==> src/sv/yuyv_to_rgb_framebuffer_writer_assert.svh <==
// Assertion macros for the YUYV to RGB framebuffer writer.
`ifndef YUYV_TO_RGB_FRAMEBUFFER_WRITER_ASSERT_SVH
`define YUYV_TO_RGB_FRAMEBUFFER_WRITER_ASSERT_SVH

// The property must hold in the same cycle as the condition.
`define YRFW_ASSERT_NOW(label, cond, prop, msg) \
  label: assert property (@(posedge clk) disable iff (!rst_n) (cond) |-> (prop)) \
    else $error(msg);

// The property must hold in the cycle after the condition.
`define YRFW_ASSERT_NEXT(label, cond, prop, msg) \
  label: assert property (@(posedge clk) disable iff (!rst_n) (cond) |=> (prop)) \
    else $error(msg);

`endif

==> src/sv/yrfw_pkg.sv <==
// Types, constants and functions shared by the framebuffer writer modules.
package yrfw_pkg;

  localparam int MAX_ROW_PIXELS = 2048;
  localparam int MAX_ROWS       = 2048;

  localparam int PAIR_MAX = MAX_ROW_PIXELS / 2;
  localparam int COL_W    = $clog2(PAIR_MAX);
  localparam int ROW_W    = $clog2(MAX_ROWS);

  localparam int SCOL_W = 12;
  localparam int SROW_W = 12;
  localparam int BPP_W  = 3;
  localparam int LB_W   = 16;
  localparam int PPR_W  = 11;
  localparam int RPF_W  = 12;
  localparam int ADDR_W = 28;
  localparam int PIX_W  = 32;
  localparam int CFG_DATA_W = 16;
  localparam int CFG_IDX_W  = 3;

  localparam int CCMP_W = (COL_W + 1 > PPR_W) ? COL_W + 1 : PPR_W;
  localparam int RCMP_W = (ROW_W + 1 > RPF_W) ? ROW_W + 1 : RPF_W;
  localparam int X_W    = ((COL_W + 1 > SCOL_W) ? COL_W + 1 : SCOL_W) + 1;
  localparam int Y_W    = ((ROW_W > SROW_W) ? ROW_W : SROW_W) + 1;

  localparam int LUMA_W = 17;
  localparam int SUM_W  = 20;

  localparam int QUEUE_DEPTH = 4;
  localparam int QPTR_W      = $clog2(QUEUE_DEPTH);
  localparam int QCNT_W      = $clog2(QUEUE_DEPTH + 1);

  localparam logic [SCOL_W-1:0] START_COLUMN_RST = SCOL_W'(10);
  localparam logic [SROW_W-1:0] START_ROW_RST    = SROW_W'(10);
  localparam logic [BPP_W-1:0]  BPP_RST          = BPP_W'(2);
  localparam logic [LB_W-1:0]   LINE_BYTES_RST   = LB_W'(640);
  localparam logic [PPR_W-1:0]  PPR_RST          = PPR_W'(160);
  localparam logic [RPF_W-1:0]  RPF_RST          = RPF_W'(240);

  localparam logic [CCMP_W-1:0] PAIR_LIMIT = CCMP_W'(PAIR_MAX);
  localparam logic [RCMP_W-1:0] ROW_LIMIT  = RCMP_W'(MAX_ROWS);

  typedef enum logic [CFG_IDX_W-1:0] {
    CFG_START_COLUMN    = 3'd0,
    CFG_START_ROW       = 3'd1,
    CFG_BYTES_PER_PIXEL = 3'd2,
    CFG_LINE_BYTES      = 3'd3,
    CFG_PAIRS_PER_ROW   = 3'd4,
    CFG_ROWS_PER_FRAME  = 3'd5,
    CFG_PIXEL_FORMAT    = 3'd6
  } cfg_idx_t;

  typedef enum logic {
    FMT_RGB565   = 1'b0,
    FMT_XRGB8888 = 1'b1
  } pix_fmt_t;

  typedef struct packed {
    logic [7:0] luma_first;
    logic [7:0] chroma_blue;
    logic [7:0] luma_second;
    logic [7:0] chroma_red;
  } in_t;

  typedef struct packed {
    logic [ADDR_W-1:0] pixel_address;
    logic [PIX_W-1:0]  first_pixel;
    logic [PIX_W-1:0]  second_pixel;
    logic              row_end;
    logic              frame_end;
  } out_t;

  typedef struct packed {
    logic [SCOL_W-1:0] start_column;
    logic [SROW_W-1:0] start_row;
    logic [BPP_W-1:0]  bytes_per_pixel;
    logic [LB_W-1:0]   line_bytes;
    logic [PPR_W-1:0]  pairs_per_row;
    logic [RPF_W-1:0]  rows_per_frame;
    pix_fmt_t          pixel_format;
  } cfg_t;

  typedef struct packed {
    in_t            pix;
    logic [X_W-1:0] x;
    logic [Y_W-1:0] y;
    logic           row_end;
    logic           frame_end;
  } job_t;

  typedef struct packed {
    logic              full;
    logic              empty;
    logic [QCNT_W-1:0] count;
  } q_stat_t;

  function automatic logic signed [SUM_W-1:0] cmul(input logic signed [8:0] v,
                                                   input logic signed [11:0] k);
    logic signed [SUM_W:0] p;
    p = v * k;
    return signed'(p[SUM_W-1:0]);
  endfunction

  function automatic logic [7:0] clip_channel(input logic signed [SUM_W-1:0] s);
    logic signed [SUM_W-1:0] v;
    v = s >>> 8;
    if (v < 0) begin
      return 8'd0;
    end else if (v > 255) begin
      return 8'd255;
    end
    return v[7:0];
  endfunction

  function automatic logic [PIX_W-1:0] pack_pixel(input pix_fmt_t fmt,
                                                  input logic [7:0] r,
                                                  input logic [7:0] g,
                                                  input logic [7:0] b);
    if (fmt == FMT_XRGB8888) begin
      return {8'hff, r, g, b};
    end
    return {16'd0, r[7:3], g[7:2], b[7:3]};
  endfunction

endpackage

==> src/sv/yuyv_to_rgb_framebuffer_writer.sv <==
// Top level of the YUYV to RGB framebuffer writer with its configuration registers.
//
//   Port group  Direction  Payload
//   in_*        input      in_t: luma_first, chroma_blue, luma_second, chroma_red
//   out_*       output     out_t: pixel_address, first_pixel, second_pixel, flags
//   cfg_*       input      register index and 16-bit write data
//
// One macropixel per cycle is accepted while the queue has room and one result per cycle
// is delivered while out_ready is high and a result is waiting.
// The latency is the queue entry plus the multiply register ahead of the clip output register.
// Reset clears the counters, the queue and the pipeline and loads the register defaults.
// An output stall freezes the pipeline; the queue absorbs input until it is full.
module yuyv_to_rgb_framebuffer_writer (
  input  logic                               clk,
  input  logic                               rst_n,
  input  logic                               in_valid,
  output logic                               in_ready,
  input  yrfw_pkg::in_t                      in_data,
  output logic                               out_valid,
  input  logic                               out_ready,
  output yrfw_pkg::out_t                     out_data,
  input  logic                               cfg_valid,
  output logic                               cfg_ready,
  input  logic [yrfw_pkg::CFG_IDX_W-1:0]     cfg_index,
  input  logic [yrfw_pkg::CFG_DATA_W-1:0]    cfg_data
);
  import yrfw_pkg::*;

`include "yuyv_to_rgb_framebuffer_writer_assert.svh"

  cfg_t    cfg_r, cfg_nxt;
  q_stat_t q_stat;
  job_t    push_data, pop_data;
  logic    push, pop;

  assign cfg_ready = 1'b1;

  always_comb begin
    cfg_nxt = cfg_r;
    if (cfg_valid) begin
      case (cfg_idx_t'(cfg_index))
        CFG_START_COLUMN:    cfg_nxt.start_column    = cfg_data[SCOL_W-1:0];
        CFG_START_ROW:       cfg_nxt.start_row       = cfg_data[SROW_W-1:0];
        CFG_BYTES_PER_PIXEL: cfg_nxt.bytes_per_pixel = cfg_data[BPP_W-1:0];
        CFG_LINE_BYTES:      cfg_nxt.line_bytes      = cfg_data[LB_W-1:0];
        CFG_PAIRS_PER_ROW:   cfg_nxt.pairs_per_row   = cfg_data[PPR_W-1:0];
        CFG_ROWS_PER_FRAME:  cfg_nxt.rows_per_frame  = cfg_data[RPF_W-1:0];
        CFG_PIXEL_FORMAT:    cfg_nxt.pixel_format    = pix_fmt_t'(cfg_data[0]);
        default: begin
        end
      endcase
    end
  end

  always_ff @(posedge clk) begin
    if (!rst_n) begin
      cfg_r.start_column    <= START_COLUMN_RST;
      cfg_r.start_row       <= START_ROW_RST;
      cfg_r.bytes_per_pixel <= BPP_RST;
      cfg_r.line_bytes      <= LINE_BYTES_RST;
      cfg_r.pairs_per_row   <= PPR_RST;
      cfg_r.rows_per_frame  <= RPF_RST;
      cfg_r.pixel_format    <= FMT_RGB565;
    end else begin
      cfg_r <= cfg_nxt;
    end
  end

  yrfw_front u_front (
    .clk       (clk),
    .rst_n     (rst_n),
    .in_valid  (in_valid),
    .in_ready  (in_ready),
    .in_data   (in_data),
    .cfg       (cfg_r),
    .q_stat    (q_stat),
    .push      (push),
    .push_data (push_data)
  );

  yrfw_queue u_queue (
    .clk       (clk),
    .rst_n     (rst_n),
    .push      (push),
    .push_data (push_data),
    .pop       (pop),
    .pop_data  (pop_data),
    .q_stat    (q_stat)
  );

  yrfw_back u_back (
    .clk       (clk),
    .rst_n     (rst_n),
    .cfg       (cfg_r),
    .q_stat    (q_stat),
    .job       (pop_data),
    .pop       (pop),
    .out_valid (out_valid),
    .out_ready (out_ready),
    .out_data  (out_data)
  );

  `YRFW_ASSERT_NEXT(a_queue_fill, push && !pop, q_stat.count == $past(q_stat.count) + 1, "queue count did not grow on a lone push")
  `YRFW_ASSERT_NOW(a_stall_only_full, !in_ready, q_stat.count == QCNT_W'(QUEUE_DEPTH), "input stalled with room in the queue")
  `YRFW_ASSERT_NOW(a_frame_in_row, out_valid && out_data.frame_end, out_data.row_end, "frame end without row end")

endmodule

==> src/sv/yrfw_front.sv <==
// Front end: accepts macropixels, tracks column and row, and flags line and frame ends.
module yrfw_front (
  input  logic                clk,
  input  logic                rst_n,
  input  logic                in_valid,
  output logic                in_ready,
  input  yrfw_pkg::in_t       in_data,
  input  yrfw_pkg::cfg_t      cfg,
  input  yrfw_pkg::q_stat_t   q_stat,
  output logic                push,
  output yrfw_pkg::job_t      push_data
);
  import yrfw_pkg::*;

  logic [COL_W-1:0]  col_r, col_nxt;
  logic [ROW_W-1:0]  row_r, row_nxt;
  logic [CCMP_W-1:0] col_inc, ppr_eff, ppr_ext;
  logic [RCMP_W-1:0] row_inc, rpf_eff, rpf_ext;
  logic              row_end, frame_end;

  assign in_ready = !q_stat.full;
  assign push     = in_valid && in_ready;

  always_comb begin
    ppr_ext   = CCMP_W'(cfg.pairs_per_row);
    rpf_ext   = RCMP_W'(cfg.rows_per_frame);
    ppr_eff   = (ppr_ext > PAIR_LIMIT) ? PAIR_LIMIT : ppr_ext;
    rpf_eff   = (rpf_ext > ROW_LIMIT) ? ROW_LIMIT : rpf_ext;
    col_inc   = CCMP_W'(col_r) + CCMP_W'(1);
    row_inc   = RCMP_W'(row_r) + RCMP_W'(1);
    row_end   = col_inc >= ppr_eff;
    frame_end = row_end && (row_inc >= rpf_eff);

    push_data.pix       = in_data;
    push_data.x         = X_W'(cfg.start_column) + X_W'({col_r, 1'b0});
    push_data.y         = Y_W'(cfg.start_row) + Y_W'(row_r);
    push_data.row_end   = row_end;
    push_data.frame_end = frame_end;

    col_nxt = col_r;
    row_nxt = row_r;
    if (push) begin
      if (row_end) begin
        col_nxt = '0;
        row_nxt = frame_end ? '0 : row_inc[ROW_W-1:0];
      end else begin
        col_nxt = col_inc[COL_W-1:0];
      end
    end
  end

  always_ff @(posedge clk) begin
    if (!rst_n) begin
      col_r <= '0;
      row_r <= '0;
    end else begin
      col_r <= col_nxt;
      row_r <= row_nxt;
    end
  end

endmodule

==> src/sv/yrfw_queue.sv <==
// Short queue between the front end and the conversion pipeline.
module yrfw_queue (
  input  logic               clk,
  input  logic               rst_n,
  input  logic               push,
  input  yrfw_pkg::job_t     push_data,
  input  logic               pop,
  output yrfw_pkg::job_t     pop_data,
  output yrfw_pkg::q_stat_t  q_stat
);
  import yrfw_pkg::*;

  job_t              mem_r [QUEUE_DEPTH];
  logic [QPTR_W-1:0] wr_ptr_r, wr_ptr_nxt;
  logic [QPTR_W-1:0] rd_ptr_r, rd_ptr_nxt;
  logic [QCNT_W-1:0] count_r, count_nxt;

  always_comb begin
    wr_ptr_nxt = push ? wr_ptr_r + QPTR_W'(1) : wr_ptr_r;
    rd_ptr_nxt = pop ? rd_ptr_r + QPTR_W'(1) : rd_ptr_r;
    count_nxt  = count_r;
    if (push && !pop) begin
      count_nxt = count_r + QCNT_W'(1);
    end else if (pop && !push) begin
      count_nxt = count_r - QCNT_W'(1);
    end
    q_stat.full  = count_r == QCNT_W'(QUEUE_DEPTH);
    q_stat.empty = count_r == '0;
    q_stat.count = count_r;
  end

  assign pop_data = mem_r[rd_ptr_r];

  always_ff @(posedge clk) begin
    if (push) begin
      mem_r[wr_ptr_r] <= push_data;
    end
  end

  always_ff @(posedge clk) begin
    if (!rst_n) begin
      wr_ptr_r <= '0;
      rd_ptr_r <= '0;
      count_r  <= '0;
    end else begin
      wr_ptr_r <= wr_ptr_nxt;
      rd_ptr_r <= rd_ptr_nxt;
      count_r  <= count_nxt;
    end
  end

endmodule

==> src/sv/yrfw_back.sv <==
// Back end: two-stage color conversion, pixel packing and address calculation.
module yrfw_back (
  input  logic               clk,
  input  logic               rst_n,
  input  yrfw_pkg::cfg_t     cfg,
  input  yrfw_pkg::q_stat_t  q_stat,
  input  yrfw_pkg::job_t     job,
  output logic               pop,
  output logic               out_valid,
  input  logic               out_ready,
  output yrfw_pkg::out_t     out_data
);
  import yrfw_pkg::*;

  logic                    adv;
  logic                    s1_valid_r;
  logic [LUMA_W-1:0]       yy0_r, yy1_r;
  logic signed [SUM_W-1:0] re_r, gd_r, ge_r, bd_r;
  logic [ADDR_W-1:0]       px_r, py_r;
  logic                    s1_row_end_r, s1_frame_end_r;
  logic signed [8:0]       d, e;
  logic signed [SUM_W-1:0] y0s, y1s;
  logic [7:0]              r0, g0, b0, r1, g1, b1;
  logic                    out_valid_r;
  out_t                    out_r, out_nxt;

  assign adv       = !out_valid_r || out_ready;
  assign pop       = adv && !q_stat.empty;
  assign out_valid = out_valid_r;
  assign out_data  = out_r;
  assign d         = signed'({{2{~job.pix.chroma_blue[7]}}, job.pix.chroma_blue[6:0]});
  assign e         = signed'({{2{~job.pix.chroma_red[7]}}, job.pix.chroma_red[6:0]});

  always_ff @(posedge clk) begin
    if (adv) begin
      yy0_r          <= LUMA_W'(job.pix.luma_first) * LUMA_W'(298);
      yy1_r          <= LUMA_W'(job.pix.luma_second) * LUMA_W'(298);
      re_r           <= cmul(e, 12'sd409);
      gd_r           <= cmul(d, 12'sd100);
      ge_r           <= cmul(e, 12'sd208);
      bd_r           <= cmul(d, 12'sd516);
      px_r           <= ADDR_W'(job.x * cfg.bytes_per_pixel);
      py_r           <= ADDR_W'(job.y * cfg.line_bytes);
      s1_row_end_r   <= job.row_end;
      s1_frame_end_r <= job.frame_end;
    end
  end

  always_comb begin
    y0s = signed'(SUM_W'(yy0_r));
    y1s = signed'(SUM_W'(yy1_r));
    r0  = clip_channel(y0s + re_r + SUM_W'(128));
    g0  = clip_channel(y0s - gd_r - ge_r + SUM_W'(128));
    b0  = clip_channel(y0s + bd_r + SUM_W'(128));
    r1  = clip_channel(y1s + re_r + SUM_W'(128));
    g1  = clip_channel(y1s - gd_r - ge_r + SUM_W'(128));
    b1  = clip_channel(y1s + bd_r + SUM_W'(128));
    out_nxt.pixel_address = px_r + py_r;
    out_nxt.first_pixel   = pack_pixel(cfg.pixel_format, r0, g0, b0);
    out_nxt.second_pixel  = pack_pixel(cfg.pixel_format, r1, g1, b1);
    out_nxt.row_end       = s1_row_end_r;
    out_nxt.frame_end     = s1_frame_end_r;
  end

  always_ff @(posedge clk) begin
    if (adv) begin
      out_r <= out_nxt;
    end
  end

  always_ff @(posedge clk) begin
    if (!rst_n) begin
      s1_valid_r  <= 1'b0;
      out_valid_r <= 1'b0;
    end else if (adv) begin
      s1_valid_r  <= pop;
      out_valid_r <= s1_valid_r;
    end
  end

endmodule
==> config.mk <==
export PLATFORM = sky130hd
export DESIGN_NAME = yuyv_to_rgb_framebuffer_writer
export DESIGN_NICKNAME = d
export VERILOG_FILES = /design/src/sv/yrfw_pkg.sv /design/src/sv/yuyv_to_rgb_framebuffer_writer.sv /design/src/sv/yrfw_front.sv /design/src/sv/yrfw_queue.sv /design/src/sv/yrfw_back.sv
export VERILOG_INCLUDE_DIRS = /design/src /design/src/sv
export SDC_FILE = /design/constraint.sdc
export NUM_CORES = 2
export LEC_CHECK = 0
export ABC_CLOCK_PERIOD_IN_PS = 7500
export BUFFER_PORTS_ARGS = -buffer_cell sky130_fd_sc_hd__buf_4
export CAP_MARGIN = 20
export CORE_MARGIN = 5
export CORE_UTILIZATION = 25
export CTS_BUF_LIST = sky130_fd_sc_hd__clkbuf_16
export DETAILED_ROUTE_END_ITERATION = 10
export PLACE_DENSITY = 0.37
export SKIP_CTS_REPAIR_TIMING = 1
export SLEW_MARGIN = 25
export SYNTH_ARGS = -nofsm -noshare
export SYNTH_HDL_FRONTEND = slang
export SYNTH_SLANG_ARGS = --single-unit
==> constraint.sdc <==
create_clock -name clk -period 7.5 [get_ports clk]
set_input_delay 0 -clock clk [delete_from_list [all_inputs] [get_ports clk]]
set_output_delay 0 -clock clk [all_outputs]
set_load 0.02 [all_outputs]
After elaboration in Yosys (flattened, before gate mapping)

Memory sizes are Yosys's and may differ from the RTL's. A register that Yosys moved wholly into a read port is not among the register bits.
Cells that the tools add are included.

Register bits: 341
Bits in writable memories: 240
Bits of input ports: 56
Output and inout port bits: 97
Word-level logic and storage cells: 155
Memories kept: 1

Add/sub/neg operators: 23
$mul: 8
Order comparisons: 16
Equal/unequal tests: 7
Muxes and demuxes: 45
Bitwise logic cells: 2
Reductions and logical operators: 22

Memories:

| memory        | words | width | read ports | clocked after memory_dff | wr ports | RTL line         | RTL |
|---|---|---|---|---|---|---|---|
| u_queue.mem_r | 4     | 60    | 1          | 1                        | 1        | yrfw_queue.sv:13 | `job_t mem_r [QUEUE_DEPTH];` |

Operator list:

| operator                                                     | count |
|---|---|
| 2-to-1 mux 8 bit                                             | 18 |
| adder 20 x 9 -> 20 bit (second input constant)               | 6 |
| adder 18 x 20 -> 20 bit                                      | 4 |
| > comparator 12 x 9 -> 1 bit (second input constant)         | 6 |
| less-than comparator 12 x 1 -> 1 bit (second input constant) | 6 |
| 2-to-1 mux 32 bit                                            | 2 |
| subtractor 18 x 20 -> 20 bit                                 | 2 |
| subtractor 20 bit                                            | 2 |
| multiplier 8 x 8 -> 16 bit (second input constant)           | 2 |
| 2-to-1 mux 16 bit                                            | 2 |
| adder 16 x 28 -> 28 bit                                      | 1 |
| multiplier 13 x 16 -> 28 bit                                 | 1 |
| adder 12 x 11 -> 13 bit                                      | 2 |
| 2-to-1 mux 11 bit                                            | 2 |
| multiplier 8 x 10 -> 18 bit (second input constant)          | 1 |
| multiplier 8 x 9 -> 17 bit (second input constant)           | 1 |
| multiplier 13 x 3 -> 16 bit                                  | 1 |
| AND reduction 2 bit                                          | 8 |
| 2-to-1 mux 1 bit                                             | 15 |
| multiplier 8 x 6 -> 14 bit (second input constant)           | 1 |
| multiplier 8 x 5 -> 13 bit (second input constant)           | 1 |
| adder 11 x 1 -> 12 bit (second input constant)               | 1 |
| equality test 3 bit (second input constant)                  | 4 |
| greater-or-equal comparator 12 bit                           | 1 |
| 19 further kinds                                             | 33 |

Logic depth before layout (Yosys ltp)

Depth in word-level cells: 9
Gate-level depth with buffers: 25

By module

From an unflattened synthesis, not the netlist that was laid out.

Cells, all modules: 3,640
Area, all modules: 41,118.2 um^2

Modules (own cells, without submodules):

| module                         | times used | cells each | area each (um^2) |
|---|---|---|---|
| yrfw_back                      | 1          | 2,651      | 26,246.4 |
| yrfw_queue                     | 1          | 357        | 9,168.8 |
| yrfw_front                     | 1          | 381        | 3,134.3 |
| yuyv_to_rgb_framebuffer_writer | 1          | 251        | 2,568.7 |

Worst setup path before layout

Ideal clock, no wire load.

Kind: flip-flop to flip-flop
Start: register (tool-made name)
End: register u_back.py_r[25] (data pin)
Setup time: 258 ps
Arrival: 6,589 ps
Setup slack: 653 ps
Stages on the path, launching flop included: 25
Path buffers: 3
Period minus slack after synthesis: 6,847 ps
Path through: dfxtp_1 clkbuf_1 buf_2 mux4_2 clkbuf_1 and2_1 fa_1 inv_1 fa_1 inv_1 fa_1 inv_1 fa_1 fa_1 inv_1 ha_1 or4_1 o21ai_1 nor3b_1 o31a_1 a211o_1 a211oi_2 o21ai_1 a21oi_1 xnor2_1

RTL lines:

| what                 | RTL line        | RTL |
|---|---|---|
| end signal, assigned | yrfw_back.sv:43 | `py_r <= ADDR_W'(job.y * cfg.line_bytes);` |
| end, declared        | yrfw_back.sv:19 | `logic [ADDR_W-1:0] px_r, py_r;` |

==> impl_metrics.env <==
export IMPL_outcome="complete, no violations"
export IMPL_ios=153
export IMPL_synth_ff_type="edfxtp_1"
export IMPL_max_slew_margin_rel_pct=32.2
export IMPL_ys_ff_latch=553
export IMPL_synth_nets=4488
export IMPL_die_area_sq_um=171000
export IMPL_cp_slowest_cell="mux4_2"
export IMPL_finalSetupViolCount=0
export IMPL_dp_hpwl_um=86300
export IMPL_num_rows=148
export IMPL_required_ps=7900
export IMPL_grt_pass1_wl_um=170000
export IMPL_final_setup_skew_ps=39.0
export IMPL_rsz0062_at_grt="false"
export IMPL_worst_path_stages=21
export IMPL_first_global_vias=27021
export IMPL_cts_buffer_depth=3
export IMPL_crit_buf_inv=4
export IMPL_finalSetupTns_ps=0
export IMPL_drv_slew=0
export IMPL_post_route_min_period_ps=6850
export IMPL_dr_pass1_iters=7
export IMPL_crit_fanout=16
export IMPL_postSynthCellCount=3665
export IMPL_htreeDepth=3
export IMPL_route_detailed_drc=0
export IMPL_min_delay_path_depth=2
export IMPL_seq_area_frac_synth_pct=38.3
export IMPL_worstRegToRegCells=21
export IMPL_critPathKind="reg2reg"
export IMPL_synthArstFlopShare_pct=0
export IMPL_hold_violations=0
export IMPL_crit_path_cell_trace="mux4_2, and2_1, fa_1, inv_1, fa_1, inv_1, fa_1, inv_1, fa_1, fa_1, inv_1, ha_1, or4_1, o21ai_1, nor3b_1, o31a_1, a211o_1, a211oi_2, o21ai_1, a21oi_1, xnor2_1"
export IMPL_portBuffers=151
export IMPL_via_per_inst=4.32
export IMPL_grt_usage_pct=13.1
export IMPL_regArea_sq_um=15600
export IMPL_whs_ps=104
export IMPL_place_area_sq_um=44300
export IMPL_end_kind="flop"
export IMPL_coreArea_sq_um=162000
export IMPL_cp_arrival_ps=7250
export IMPL_clk_pin_slew_ps=60
export IMPL_antenna_found_initial=9
export IMPL_clockRootBuffer="clkbuf_16"
export IMPL_synthDistinctLibCells=91
export IMPL_nFillCells=16795
export IMPL_grt_max_degree=145
export IMPL_cts_tree="built"
export IMPL_drt_wirelength_per_cell_um=18.3
export IMPL_vias=26373
export IMPL_path_delay_family="adder cells"
export IMPL_drive_gt1_share_pct=9.96
export IMPL_avgSynthCellArea_sq_um=11.1
export IMPL_start_util_pct=25.1
export IMPL_grt_ovfl_total=0
export IMPL_clock_sinks=553
export IMPL_rrSetupSlack_ps=650
export IMPL_cpMostUsedCell="fa_1"
export IMPL_reg2reg_to="u_back.py_r[25]"
export IMPL_yosysWarnings=0
export IMPL_fin_nets=4687
export IMPL_postRouteWirelength_um=112000
export IMPL_cp_start_kind="flop"
export IMPL_clock_fmax_mhz=146
export IMPL_hp_start="in_data[28]"
export IMPL_clkLatencyLatePin_ps=670
export IMPL_syn2layout_area_growth_pct=16.8
export IMPL_drv_cap=0
export IMPL_hp_class="in2reg"
export IMPL_gp_congestion=0.767
export IMPL_max_stage_delay_ps=720
export IMPL_numCtsBuffers=76
export IMPL_multi_input_area_sq_um=22700
export IMPL_die_h_um=414
export IMPL_netlist_area_sq_um=40700
export IMPL_synth_edff_count=454
export IMPL_finalCritPeriodShare_pct=91.3
export IMPL_fin_area_sq_um=47600
export IMPL_first_iter_violations=1035
export IMPL_ant_nets=0
export IMPL_worst_pin_slew_ps=1020
export IMPL_min_to="u_queue.mem_r[3][56]"
export IMPL_fp_dieW_um=414
## cell usage in the layout, fill, tap and decap left out, drive strengths merged, types with 17 or more instances in the layout
cell,count
dfxtp,99
inv,534
a21o,58
ha,528
o21bai,31
nand2b,23
buf,170
a211oi,17
o21a,44
a21oi,134
o21ai,80
fa,239
a31oi,20
nor2b,34
and2,122
o211ai,19
edfxtp,454
xnor2,126
clkbuf,77
mux4,60
and3,30
nand3,49
nor2,133
clkinv,27
dlygate4sd3,63
xor2,71
nor3,32
nand2,384
a21boi,73
## worst max path at each step
stage | slack (ps) | to
after global routing | 290 | u_back.py_r[25]
final | 650 | u_back.py_r[25]
after CTS | 580 | u_back.py_r[25]
after floorplan | 650 | u_back.py_r[25]
after detailed placement | 600 | u_back.py_r[25]
after global placement | 600 | u_back.py_r[25]
## layout make-up
type                    instances  share of cell area, %
diodes                          2                 0.0105
multi-input cells            2483                   47.8
flip-flops and latches        553                   32.8
repair buffers                233                   4.03
inverters                     517                   4.10
well taps                    2175                   5.72
clock buffers                  77                   4.05
clock inverters                62                   1.43
## worst register-to-register path: stages, from the launching register on
cell and delay [ps]:
dfxtp_4 550, mux4_2 720, and2_1 250, fa_1 530, inv_1 60, fa_1 530, inv_1 50, fa_1 500
inv_1 50, fa_1 470, fa_1 540, inv_1 40, ha_1 340, or4_1 480, o21ai_1 130, nor3b_1 100
o31a_1 290, a211o_1 330, a211oi_2 280, o21ai_1 90, a21oi_1 180, xnor2_1 80
## logic make-up after synthesis
group | after synthesis | synth area share [%]
AO/OA/AOI/OAI | 569 | 9.56
XOR/XNOR | 197 | 4.24
adder cells (fa/ha/maj) | 767 | 28.0
buffers and inverters | 629 | 5.96
flip-flops | 553 | 38.3
multiplexers | 70 | 3.57
other | 1 | 0.00921
AND/OR/NAND/NOR | 879 | 10.4
## cells in the mapped netlist, drive strengths merged (5+ instances only)
| cell type | instances | area share [%] |
|---|---|---|
| o211ai | 19 | 0.35 |
| buf | 27 | 0.41 |
| a21boi | 73 | 1.3 |
| and2 | 122 | 1.9 |
| nor2 | 133 | 1.2 |
| a211oi | 17 | 0.33 |
| mux4 | 60 | 3.3 |
| o311ai | 5 | 0.11 |
| a21oi | 134 | 1.7 |
| edfxtp | 454 | 33 |
| ha | 528 | 16 |
| or2 | 8 | 0.12 |
| nand3 | 49 | 0.60 |
| a21o | 58 | 1.1 |
| o2111ai | 8 | 0.17 |
| and3 | 30 | 0.47 |
| fa | 239 | 12 |
| o221ai | 8 | 0.17 |
| mux2i | 8 | 0.20 |
| nand2 | 384 | 3.5 |
| xnor2 | 126 | 2.7 |
| o31ai | 11 | 0.20 |
| a221oi | 6 | 0.18 |
| o21a | 44 | 0.81 |
| o21bai | 31 | 0.57 |
| a311oi | 5 | 0.12 |
| nor3b | 6 | 0.11 |
| o41ai | 5 | 0.11 |
| xor2 | 71 | 1.5 |
| nor2b | 34 | 0.52 |
| a31o | 6 | 0.13 |
| nor4 | 6 | 0.092 |
| nor3 | 32 | 0.43 |
| clkbuf | 85 | 0.78 |
| nor4bb | 6 | 0.15 |
| nand4 | 6 | 0.092 |
| nand4b | 8 | 0.17 |
| a31oi | 20 | 0.31 |
| o21ai | 80 | 0.99 |
| or3 | 16 | 0.25 |
| dfxtp | 99 | 4.9 |
| inv | 516 | 4.8 |
| a211o | 7 | 0.15 |
| nand2b | 23 | 0.35 |
## state kept, by name, indices dropped and copies added (netlist names), 14 cells and up, named ones only
signal           count
cfg_r               67
u_back.bd_r         14
u_back.gd_r         14
u_back.out_data     79
u_back.px_r         16
u_back.py_r         28
u_back.re_r         18
u_back.yy0_r        16
u_back.yy1_r        16
u_queue.mem_r      240
## metrics by stage
step	utilization, %	instances	setup slack (ps)
finish	29.3	6102	653
detailed placement	27.3	5898	596
global route	29.3	6100	290
global placement	27.3	5897	600
floorplan	-	3665	653
CTS	28.9	6037	578
## metal layers
| layer | wire length (um) | vias up | GRT usage (%) |
|---|---|---|---|
| met1 | 51200 | 12848 | 17.2 |
| met2 | 54600 | 336 | 22.8 |
| li1 | - | 13068 | - |
| met5 | 27 | - | 0 |
| met3 | 3870 | 117 | 2.28 |
| met4 | 1940 | 4 | 2.61 |
Power is left out: the tool's default activity adds up to more than one toggle a clock period on the data nets, which glitch-free logic cannot reach.
